--- config.mk ---
export PLATFORM = sky130hd
export DESIGN_NAME = apcc_ctrl
export DESIGN_NICKNAME = d
export VERILOG_FILES = /design/src/sv/apcc_pkg.sv /design/src/sv/apcc_crc8.sv /design/src/sv/apcc_ctrl.sv
export SDC_FILE = /design/constraint.sdc
export NUM_CORES = 1
export LEC_CHECK = 0
export ABC_AREA = 0
export BUFFER_PORTS_ARGS = -buffer_cell sky130_fd_sc_hd__buf_2
export CAP_MARGIN = 20
export CELL_PAD_IN_SITES_DETAIL_PLACEMENT = 0
export CELL_PAD_IN_SITES_GLOBAL_PLACEMENT = 1
export CORE_UTILIZATION = 40
export CTS_BUF_LIST = sky130_fd_sc_hd__clkbuf_4 sky130_fd_sc_hd__clkbuf_8 sky130_fd_sc_hd__clkbuf_16
export CTS_CLUSTER_SIZE = 10
export DETAILED_ROUTE_END_ITERATION = 8
export PLACE_DENSITY_LB_ADDON = 0.1
export SLEW_MARGIN = 20
export SYNTH_ARGS = -nofsm -noshare
export SYNTH_HDL_FRONTEND = slang
export SYNTH_HIERARCHICAL = 1
export SYNTH_SLANG_ARGS = --single-unit
--- constraint.sdc ---
create_clock -name clk_i -period 5.15 [get_ports clk_i]
set_input_delay 0.515 -clock clk_i [delete_from_list [all_inputs] [get_ports clk_i]]
set_output_delay 0.515 -clock clk_i [all_outputs]
set_load 0.1 [all_outputs]
--- src/sv/apcc_pkg.sv ---
`default_nettype none

package apcc_pkg;

  localparam logic [31:0] CRC_POLY      = 32'hEDB8_8320;
  localparam logic [31:0] CRC_ALL_ONES  = 32'hFFFF_FFFF;
  localparam logic [31:0] ASSET_MAGIC   = 32'h4144_4854;
  localparam logic [31:0] ASSET_VERSION = 32'h0000_0001;

  localparam int unsigned OFFSET_W = 25;

  localparam logic [2:0] ST_PASS         = 3'd0;
  localparam logic [2:0] ST_NOT_READY    = 3'd1;
  localparam logic [2:0] ST_BAD_MAGIC    = 3'd2;
  localparam logic [2:0] ST_BAD_VERSION  = 3'd3;
  localparam logic [2:0] ST_BAD_LENGTH   = 3'd4;
  localparam logic [2:0] ST_CRC_MISMATCH = 3'd5;
  localparam logic [2:0] ST_READ_ERROR   = 3'd6;

  localparam logic REG_DEVICE_READY    = 1'b0;
  localparam logic REG_MANIFEST_OFFSET = 1'b1;

  typedef struct packed {
    logic [7:0] byte_value;
    logic       start_req;
    logic       read_error;
  } item_t;

endpackage

`default_nettype wire

--- src/sv/apcc_crc8.sv ---
`default_nettype none

module apcc_crc8
  import apcc_pkg::*;
(
  input  wire logic [31:0] crc_i,
  input  wire logic [7:0]  data_i,
  output logic      [31:0] crc_o
);

  always_comb begin
    logic [31:0] c;
    c = crc_i ^ {24'b0, data_i};
    for (int k = 0; k < 8; k++) begin
      c = c[0] ? ((c >> 1) ^ CRC_POLY) : (c >> 1);
    end
    crc_o = c;
  end

endmodule

`default_nettype wire

--- src/sv/apcc_ctrl.sv ---
`default_nettype none

module apcc_ctrl
  import apcc_pkg::*;
#(
  parameter int unsigned MANIFEST_BYTES = 24,
  parameter int unsigned ADDRESS_BITS   = 24
) (
  input  wire logic                clk_i,
  input  wire logic                rst_ni,
  input  wire logic                item_valid_i,
  input  wire item_t               item_i,
  output logic                     item_take_o,
  input  wire logic                device_ready_i,
  input  wire logic [OFFSET_W-1:0] manifest_offset_i,
  output logic                     out_valid_o,
  input  wire logic                out_ready_i,
  output logic      [2:0]          status_o,
  output logic      [31:0]         computed_crc_o
);

  localparam int unsigned CntW = $clog2(MANIFEST_BYTES);
  localparam logic [CntW-1:0] LastIdx = CntW'(MANIFEST_BYTES - 1);
  localparam logic [32:0] AddrLimit = 33'(1) << ADDRESS_BITS;

  localparam logic [1:0] PH_IDLE     = 2'd0;
  localparam logic [1:0] PH_MANIFEST = 2'd1;
  localparam logic [1:0] PH_DATA     = 2'd2;

  logic [1:0]          phase_q, phase_d;
  logic [CntW-1:0]     cnt_q, cnt_d;
  logic [31:0]         shift_q, shift_d;
  logic [31:0]         exp_q, exp_d;
  logic [31:0]         crc_q, crc_d;
  logic [OFFSET_W-1:0] rem_q, rem_d;

  logic        out_valid_q;
  logic [2:0]  status_q;
  logic [31:0] res_crc_q;

  logic        res_valid;
  logic [2:0]  res_status;
  logic [31:0] res_crc;
  logic [31:0] crc_next;

  apcc_crc8 u_crc8 (
    .crc_i  (crc_q),
    .data_i (item_i.byte_value),
    .crc_o  (crc_next)
  );

  always_comb begin
    logic [1:0]      ph;
    logic [CntW-1:0] cnt;
    logic [31:0]     sh;
    logic [32:0]     bound;
    logic [31:0]     fin;

    phase_d    = phase_q;
    cnt_d      = cnt_q;
    shift_d    = shift_q;
    exp_d      = exp_q;
    crc_d      = crc_q;
    rem_d      = rem_q;
    res_valid  = 1'b0;
    res_status = ST_PASS;
    res_crc    = 32'b0;

    ph    = item_i.start_req ? PH_MANIFEST : phase_q;
    cnt   = item_i.start_req ? '0 : cnt_q;
    sh    = {item_i.byte_value, (item_i.start_req ? 24'b0 : shift_q[31:8])};
    bound = (AddrLimit > 33'(manifest_offset_i)) ? 33'(manifest_offset_i) : AddrLimit;
    fin   = ~crc_next;

    if (item_i.start_req) begin
      phase_d = PH_MANIFEST;
      cnt_d   = '0;
      shift_d = 32'b0;
    end

    if (item_i.start_req && !device_ready_i) begin
      res_valid  = 1'b1;
      res_status = ST_NOT_READY;
    end else if (ph == PH_MANIFEST) begin
      if (item_i.read_error) begin
        res_valid  = 1'b1;
        res_status = ST_READ_ERROR;
      end else begin
        shift_d = sh;
        if (cnt == CntW'(3) && sh != ASSET_MAGIC) begin
          res_valid  = 1'b1;
          res_status = ST_BAD_MAGIC;
        end else if (cnt == CntW'(7) && sh != ASSET_VERSION) begin
          res_valid  = 1'b1;
          res_status = ST_BAD_VERSION;
        end else if (cnt == CntW'(11) && (sh == 32'b0 || {1'b0, sh} > bound)) begin
          res_valid  = 1'b1;
          res_status = ST_BAD_LENGTH;
        end else begin
          if (cnt == CntW'(11)) begin
            rem_d = sh[OFFSET_W-1:0];
          end
          if (cnt == CntW'(15)) begin
            exp_d = sh;
          end
          if (cnt == LastIdx) begin
            phase_d = PH_DATA;
            crc_d   = CRC_ALL_ONES;
            cnt_d   = '0;
          end else begin
            cnt_d = cnt + 1'b1;
          end
        end
      end
    end else if (ph == PH_DATA) begin
      if (item_i.read_error) begin
        res_valid  = 1'b1;
        res_status = ST_READ_ERROR;
      end else begin
        crc_d = crc_next;
        rem_d = rem_q - 1'b1;
        if (rem_q == OFFSET_W'(1)) begin
          res_valid  = 1'b1;
          res_status = (fin == exp_q) ? ST_PASS : ST_CRC_MISMATCH;
          res_crc    = fin;
        end
      end
    end

    if (res_valid) begin
      phase_d = PH_IDLE;
    end
  end

  assign item_take_o = item_valid_i && (!res_valid || !out_valid_q || out_ready_i);

  always_ff @(posedge clk_i or negedge rst_ni) begin
    if (!rst_ni) begin
      phase_q <= PH_IDLE;
      cnt_q   <= '0;
      shift_q <= 32'b0;
      exp_q   <= 32'b0;
      crc_q   <= CRC_ALL_ONES;
      rem_q   <= '0;
    end else if (item_take_o) begin
      phase_q <= phase_d;
      cnt_q   <= cnt_d;
      shift_q <= shift_d;
      exp_q   <= exp_d;
      crc_q   <= crc_d;
      rem_q   <= rem_d;
    end
  end

  always_ff @(posedge clk_i or negedge rst_ni) begin
    if (!rst_ni) begin
      out_valid_q <= 1'b0;
    end else if (item_take_o && res_valid) begin
      out_valid_q <= 1'b1;
    end else if (out_ready_i) begin
      out_valid_q <= 1'b0;
    end
  end

  always_ff @(posedge clk_i) begin
    if (item_take_o && res_valid) begin
      status_q  <= res_status;
      res_crc_q <= res_crc;
    end
  end

  assign out_valid_o    = out_valid_q;
  assign status_o       = status_q;
  assign computed_crc_o = res_crc_q;

endmodule

`default_nettype wire

**After elaboration in Yosys (flattened, before gate mapping)**

Index checks and enable logic that the tools add are counted.

- Register bits: 164
- Input port bits: 40

- Add/sub/neg operators: 2
- $lt $le $gt $ge: 2
- Equality and inequality tests: 18
- Muxes and demuxes: 67
- Bitwise operators: 17
- Reductions and logical operators: 19

Operators by type and width:

| cell | count |
|---|---|
| 32-bit 2-to-1 mux | 20 |
| 25-bit 2-to-1 mux | 9 |
| 13-bit NOT with 14-bit output | 8 |
| 5-bit 2-to-1 mux | 8 |
| 32-bit == test | 1 |
| 32-bit by 25-bit greater-than comparator with 1-bit output | 1 |
| 32-bit logical NOT | 1 |
| 32-bit by 1-bit != test with 1-bit output, second input constant | 1 |
| 32-bit by 31-bit != test with 1-bit output, second input constant | 1 |
| 32-bit NOT | 1 |
| 32-bit by 8-bit bitwise XOR with 32-bit output | 1 |
| 3-bit 2-to-1 mux | 9 |
| 25-bit by 1-bit == test with 1-bit output, second input constant | 1 |
| 25-bit greater-than comparator, first input constant | 1 |
| 25-bit by 1-bit subtractor with 25-bit output, second input constant | 1 |
| 24-bit 2-to-1 mux | 1 |
| 2-bit 2-to-1 mux | 9 |
| 9-bit AND reduction | 2 |
| 1-bit 2-to-1 mux | 11 |
| 5-bit by 4-bit == test with 1-bit output, second input constant | 2 |
| 2-bit != test, second input constant | 5 |
| 8-bit AND reduction | 1 |
| 1-bit NOT | 7 |
| 1-bit logical AND | 6 |
| other kinds (11) | 17 |

**Logic depth before layout (Yosys ltp)**

- Word-level depth: 24
- Gate-level depth with buffers: 16
- Mapped depth without buffers: 12

**By module**

Netlist, hierarchy kept.

By module, submodules not included:

| module | times used | cells each | area an instance (um2) | seq. area each (um2) |
|---|---|---|---|---|
| apcc_ctrl | 1 | 853 | 8588.2 | 4119.0 |
| apcc_crc8 | 1 | 65 | 963.4 | 0.0 |

**Least setup slack after synthesis**

No wires, ideal clock.

- Path kind: input to register
- Start point: in item_i[1] (netlist name)
- End point: reg res_crc_q[0] (netlist: computed_crc_o[0]) (enable)
- Library setup time: 427 ps
- Arrival: 4582 ps
- Slack: 141 ps
- Cell stages on the path: 13
- Buffers on the path: 4
- Path through: clkbuf_1 > clkbuf_1 > buf_1 > nor2b_1 > ha_1 > nand4_1 > nor4_1 > and3b_1 > o22a_1 > a21o_2 > a31oi_4 > clkbuf_1 > nor2_1

- Word-level cells in the longest chain between the ends: 15

Ends and longest elaborated chain:

| what | line | source |
|---|---|---|
| start: declaration | apcc_ctrl.sv:12 | `input wire item_t item_i,` |
| 24-bit 2-to-1 mux | apcc_ctrl.sv:71 | `sh = {item_i.byte_value, (item_i.start_req ? 24'b0 : shift_q[31:8])};` |
| 32-bit by 25-bit greater-than comparator with 1-bit output / 32-bit logical NOT (equally long branches) | apcc_ctrl.sv:96 | `end else if (cnt == CntW'(11) && (sh == 32'b0 \|\| {1'b0, sh} > bound)) begin` |
| 1-bit logical OR | apcc_ctrl.sv:96 |  |
| 1-bit logical AND | apcc_ctrl.sv:96 |  |
| 1-bit 2-to-1 mux | apcc_ctrl.sv:96 |  |
| 1-bit 2-to-1 mux | apcc_ctrl.sv:93 | `end else if (cnt == CntW'(7) && sh != ASSET_VERSION) begin` |
| 1-bit 2-to-1 mux | apcc_ctrl.sv:90 | `if (cnt == CntW'(3) && sh != ASSET_MAGIC) begin` |
| 1-bit 2-to-1 mux | apcc_ctrl.sv:85 | `if (item_i.read_error) begin` |
| 1-bit 2-to-1 mux | apcc_ctrl.sv:84 | `end else if (ph == PH_MANIFEST) begin` |
| 1-bit 2-to-1 mux (*) | apcc_ctrl.sv:81 | `if (item_i.start_req && !device_ready_i) begin` |
| 1-bit logical NOT | apcc_ctrl.sv:135 | `assign item_take_o = item_valid_i && (!res_valid \|\| !out_valid_q \|\| out_ready_i);` |
| 1-bit logical OR (2 in a row) | apcc_ctrl.sv:135 |  |
| 1-bit logical AND | apcc_ctrl.sv:135 |  |
| 1-bit logical AND (*) | apcc_ctrl.sv:166 | `if (item_take_o && res_valid) begin` |
| end signal: assignment | apcc_ctrl.sv:168 | `res_crc_q <= res_crc;` |
| end: declaration | apcc_ctrl.sv:39 | `logic [31:0] res_crc_q;` |

Mark *: on every way between the ends. The rest lies on a longest branch, timed or not.
A chain may end at the register's enable or synchronous reset.

**Worst setup path after layout**

- Start point: reg rem_q[17]
- End point: out item_take_o

- Word-level cells in the longest chain between the ends: 10

Ends and longest elaborated chain:

| what | line | source |
|---|---|---|
| start: declaration | apcc_ctrl.sv:35 | `logic [OFFSET_W-1:0] rem_q, rem_d;` |
| start signal: assignment | apcc_ctrl.sv:151 | `rem_q <= rem_d;` |
| 25-bit by 1-bit == test with 1-bit output | apcc_ctrl.sv:122 | `if (rem_q == OFFSET_W'(1)) begin` |
| 1-bit 2-to-1 mux | apcc_ctrl.sv:122 |  |
| 1-bit 2-to-1 mux | apcc_ctrl.sv:116 | `if (item_i.read_error) begin` |
| 1-bit 2-to-1 mux | apcc_ctrl.sv:115 | `end else if (ph == PH_DATA) begin` |
| 1-bit 2-to-1 mux | apcc_ctrl.sv:84 |  |
| 1-bit 2-to-1 mux | apcc_ctrl.sv:81 |  |
| 1-bit logical NOT | apcc_ctrl.sv:135 |  |
| 1-bit logical OR (2 in a row) | apcc_ctrl.sv:135 |  |
| 1-bit logical AND | apcc_ctrl.sv:135 |  |
| end: declaration | apcc_ctrl.sv:13 | `output logic item_take_o,` |

No other way between the ends.

==> results.md <==
* Pre-Repair DR Iteration Count at 5
* Sequential power share at 27.1%
* Final Hold Viols at 0
* Setup Buffers After CTS at 0
* Slowest stage delay, CP at approximately 0.63 ns
* CTS hold repair buffers at 0
* Clock Power Share at 18.5%
* Minimum clock period after layout at 4.14 ns
* Final slew viol count at 0
* RePlAce Congestion at 0.879
* Status: completed
* Leak pwr at 4.70 nW
* Post-synth EDFFs at 35
* Fill cells at ~2,200
* Final Skew at 0.0105 ns
* Critical path data arrival time at ~3.6 ns
* Cell Area, Synth at 0.00955 sq mm
* DP Wirelength at 20,800 um
* Combinational power share at 54.4%
* Final Cycle Share at 80.4%
* Maxcap violations at 0
* Main synth FF type: dfrtp_1
* Post-synth net total at 987
* Synth-to-Final Area Change at 14.1%
* CP delay by family, top: simple AND/OR/NAND/NOR gates
* PD cells at 653 mW/mm^2
* Layout Nets at around 1,100
* Mapped Cells at between 900 and 1,000
* Cell Rows at 56
* DRC viols at 0
* Endpoints failing setup at 0
* IO Port Bufs at 76
* Crit path required time at around 4.6 ns
* Ranking of synthesized cells by area: dfrtp_1 23%, edfxtp_1 11%, dfstp_2 8.8%, mux2_4 4.7%, ha_1 3.8%
* Worst-path maximum fanout at 6
* Clk sinks at 156
* Critical-path top delay cell: or4_1
* N_diodes at 0
* Via Count at 7,351
* Initial cell density of the core at between 40% and 50%
* Ports at 77
* Root buffer cell: clkbuf_16
* Setup ws final at 1.01 ns
* Setup WS pre-CTS at 0.822 ns
* Unrepaired setup endpoints after global routing: false
* Number of global-route vias before repair at 7,081
* Startpoint types: register
* Clock Latency Late Sink at 0.43 ns
* Worst Setup End Kind: output pin
* Final Non-Filler Cells at 1,314
* PostCTS Resize Cnt at 0
* CP Cell Sequence: or4_1 > nor3b_1 > nand4_1 > and3_1 > and3_1 > a31oi_4 > inv_1 > buf_2
* Initial antenna violation count at 1
* First-pass GRT wire length at around 44,000 um
* Worst vdd ir at 0.395 mV
* GRT Total Usage at 24.7%
* Actual slew at the worst max-slew pin at 1.11 ns
* Total power draw at 0.00711 W
* Core Footprint at 0.0235 sq mm
* Die height at 157 um
* Layout cells sized above 1 at approximately 22%
* Largest net degree at the start of global routing at 67
* TritonCTS clock tree: built
* CTS Buf Count at 17
* Min-delay worst type: in2async
* Longest Clk Path Bufs at 2
* Psw at 0.00316 W
* Max Fclk at 0.242 GHz
* Final instance area at approximately 0.011 sq mm
* DP Cell Count at 1,282
* Rel. slew slack at 26.1%
* Worst path buffer plus inverter count at 2
* Top cell type's share of synthesized area at roughly a quarter
* YS warnings at 6
* H-tree depth at 4
* Via density at 5.59
* Post-synthesis sequential area ratio at 43.1%
* WL final at 29,200 um
* Drt wl/cell at 22.2 um
* CP Class: reg2out
* GR Overflow Total at 0
* Sw Share at 44.4%
* Register bit total from synthesis at between 150 and 200
* Die width at 157 um
* Pint at 0.00396 W
* Initial DRC count at 518
* Yosys top cell by area: dfrtp_1
* Avg Cell Area, Syn at approximately 10 sq um
* Cell mode on critical path: and3_1
* Unique cell type count in the Yosys netlist at 67
* Top-count cell post-synth: dfrtp_1
* Async SR Flop Fraction at 77.6%
* Die Area at ~0.025 sq mm
* Area after DPL at around 0.01 sq mm
* DRT antenna net count at 0
* Post-route setup TNS at 0 ns
* Clk pin slew, worst setup/hold paths at 0.07 ns
* Post-synth top cells: 89 x dfrtp_1, 74 x nand2_1, 73 x nor2_1
[logic make-up (layout without fill, tap and decap cells)]
family	Yosys count	count (layout)	share of synthesized area, %
buffers and inverters	61	138	2.71
AOI/OAI and AO/OA	213	213	14.5
adders and majority gates	29	29	3.80
and+or+nand+nor	329	329	17.7
muxes	33	33	5.06
DFF	156	156	43.1
xor gates and xnor gates	97	97	13.1
[cells in the final DEF, fill, tap and decap left out, types with 28 or more instances in the layout]
master	n
dfrtp_1	89
o21ai_0	56
nor2b_1	30
xor2_1	39
nand2_1	73
dfstp_2	32
o21a_1	34
mux2_4	30
buf_2	75
xnor2_1	28
edfxtp_1	35
or3_1	45
ha_1	29
nor2_1	70
a21oi_1	51
[flip-flops by register name, summed over array words and instances (netlist names)]
signal / cells
computed_crc_o: 32
crc_q: 32
out_valid_o: 1
shift_q: 24
exp_q: 32
status_o: 3
cnt_q: 5
phase_q: 2
rem_q: 25
[path summary, 6_finish.rpt]
kind                                              start               endpoint  slack, ns  depth (start not counted)
worst min-delay path                             rst_ni  exp_q[22]$_DFFE_PN0P_        0.1                          1
min in group clk_i                            item_i[3]  exp_q[25]$_DFFE_PN0P_       0.47                          2
max in group asynchronous                        rst_ni  exp_q[28]$_DFFE_PN0P_       4.03                          2
worst min register to register    rem_q[19]$_DFFE_PN0P_  rem_q[19]$_DFFE_PN0P_       0.51                          1
worst max register to register  shift_q[17]$_DFFE_PN0P_   exp_q[9]$_DFFE_PN0P_       1.23                         10
worst max-delay path              rem_q[17]$_DFFE_PN0P_            item_take_o       1.01                          8
[power by group through the flow]
stage / Sequential, W / Combinational [W] / Clock [W]
after detailed placement: 0.00194 / 0.00387 / 0
after CTS: 0.00192 / 0.00388 / 0.00133
after floorplan: 0.00202 / 0.00259 / 0
final: 0.00193 / 0.00387 / 0.00132
after global routing: 0.00196 / 0.00413 / 0.00138
after global placement: 0.00194 / 0.00387 / 0
[metrics by stage]
stage / hold WS, ns / utilization (%)
floorplan: 0.219 / -
global placement: 0.474 / 43.9
detailed placement: 0.486 / 43.9
CTS: 0.113 / 46.4
global route: 0.123 / 46.4
finish: 0.0968 / 46.4
[per-layer routing]
layer	up-vias	routed length, um	track usage [%]
met5	-	0	0
met4	0	654	8.59
met3	42	1180	3.90
met2	189	13200	37.9
met1	3651	14100	35.2
li1	3469	-	-
[layout make-up]
| cell class | instances | area (sq um) | share of cell area, % |
|---|---|---|---|
| multi-input combinational | 701 | 5200 | 47.7 |
| inverter | 11 | 41.3 | 0.379 |
| clock inverter | 11 | 144 | 1.32 |
| tap | 319 | 399 | 3.66 |
| timing repair buffer | 95 | 538 | 4.94 |
| clock buffer | 21 | 455 | 4.18 |
| sequential | 156 | 4120 | 37.8 |
Note: power is estimated with default switching activity, not from simulation.
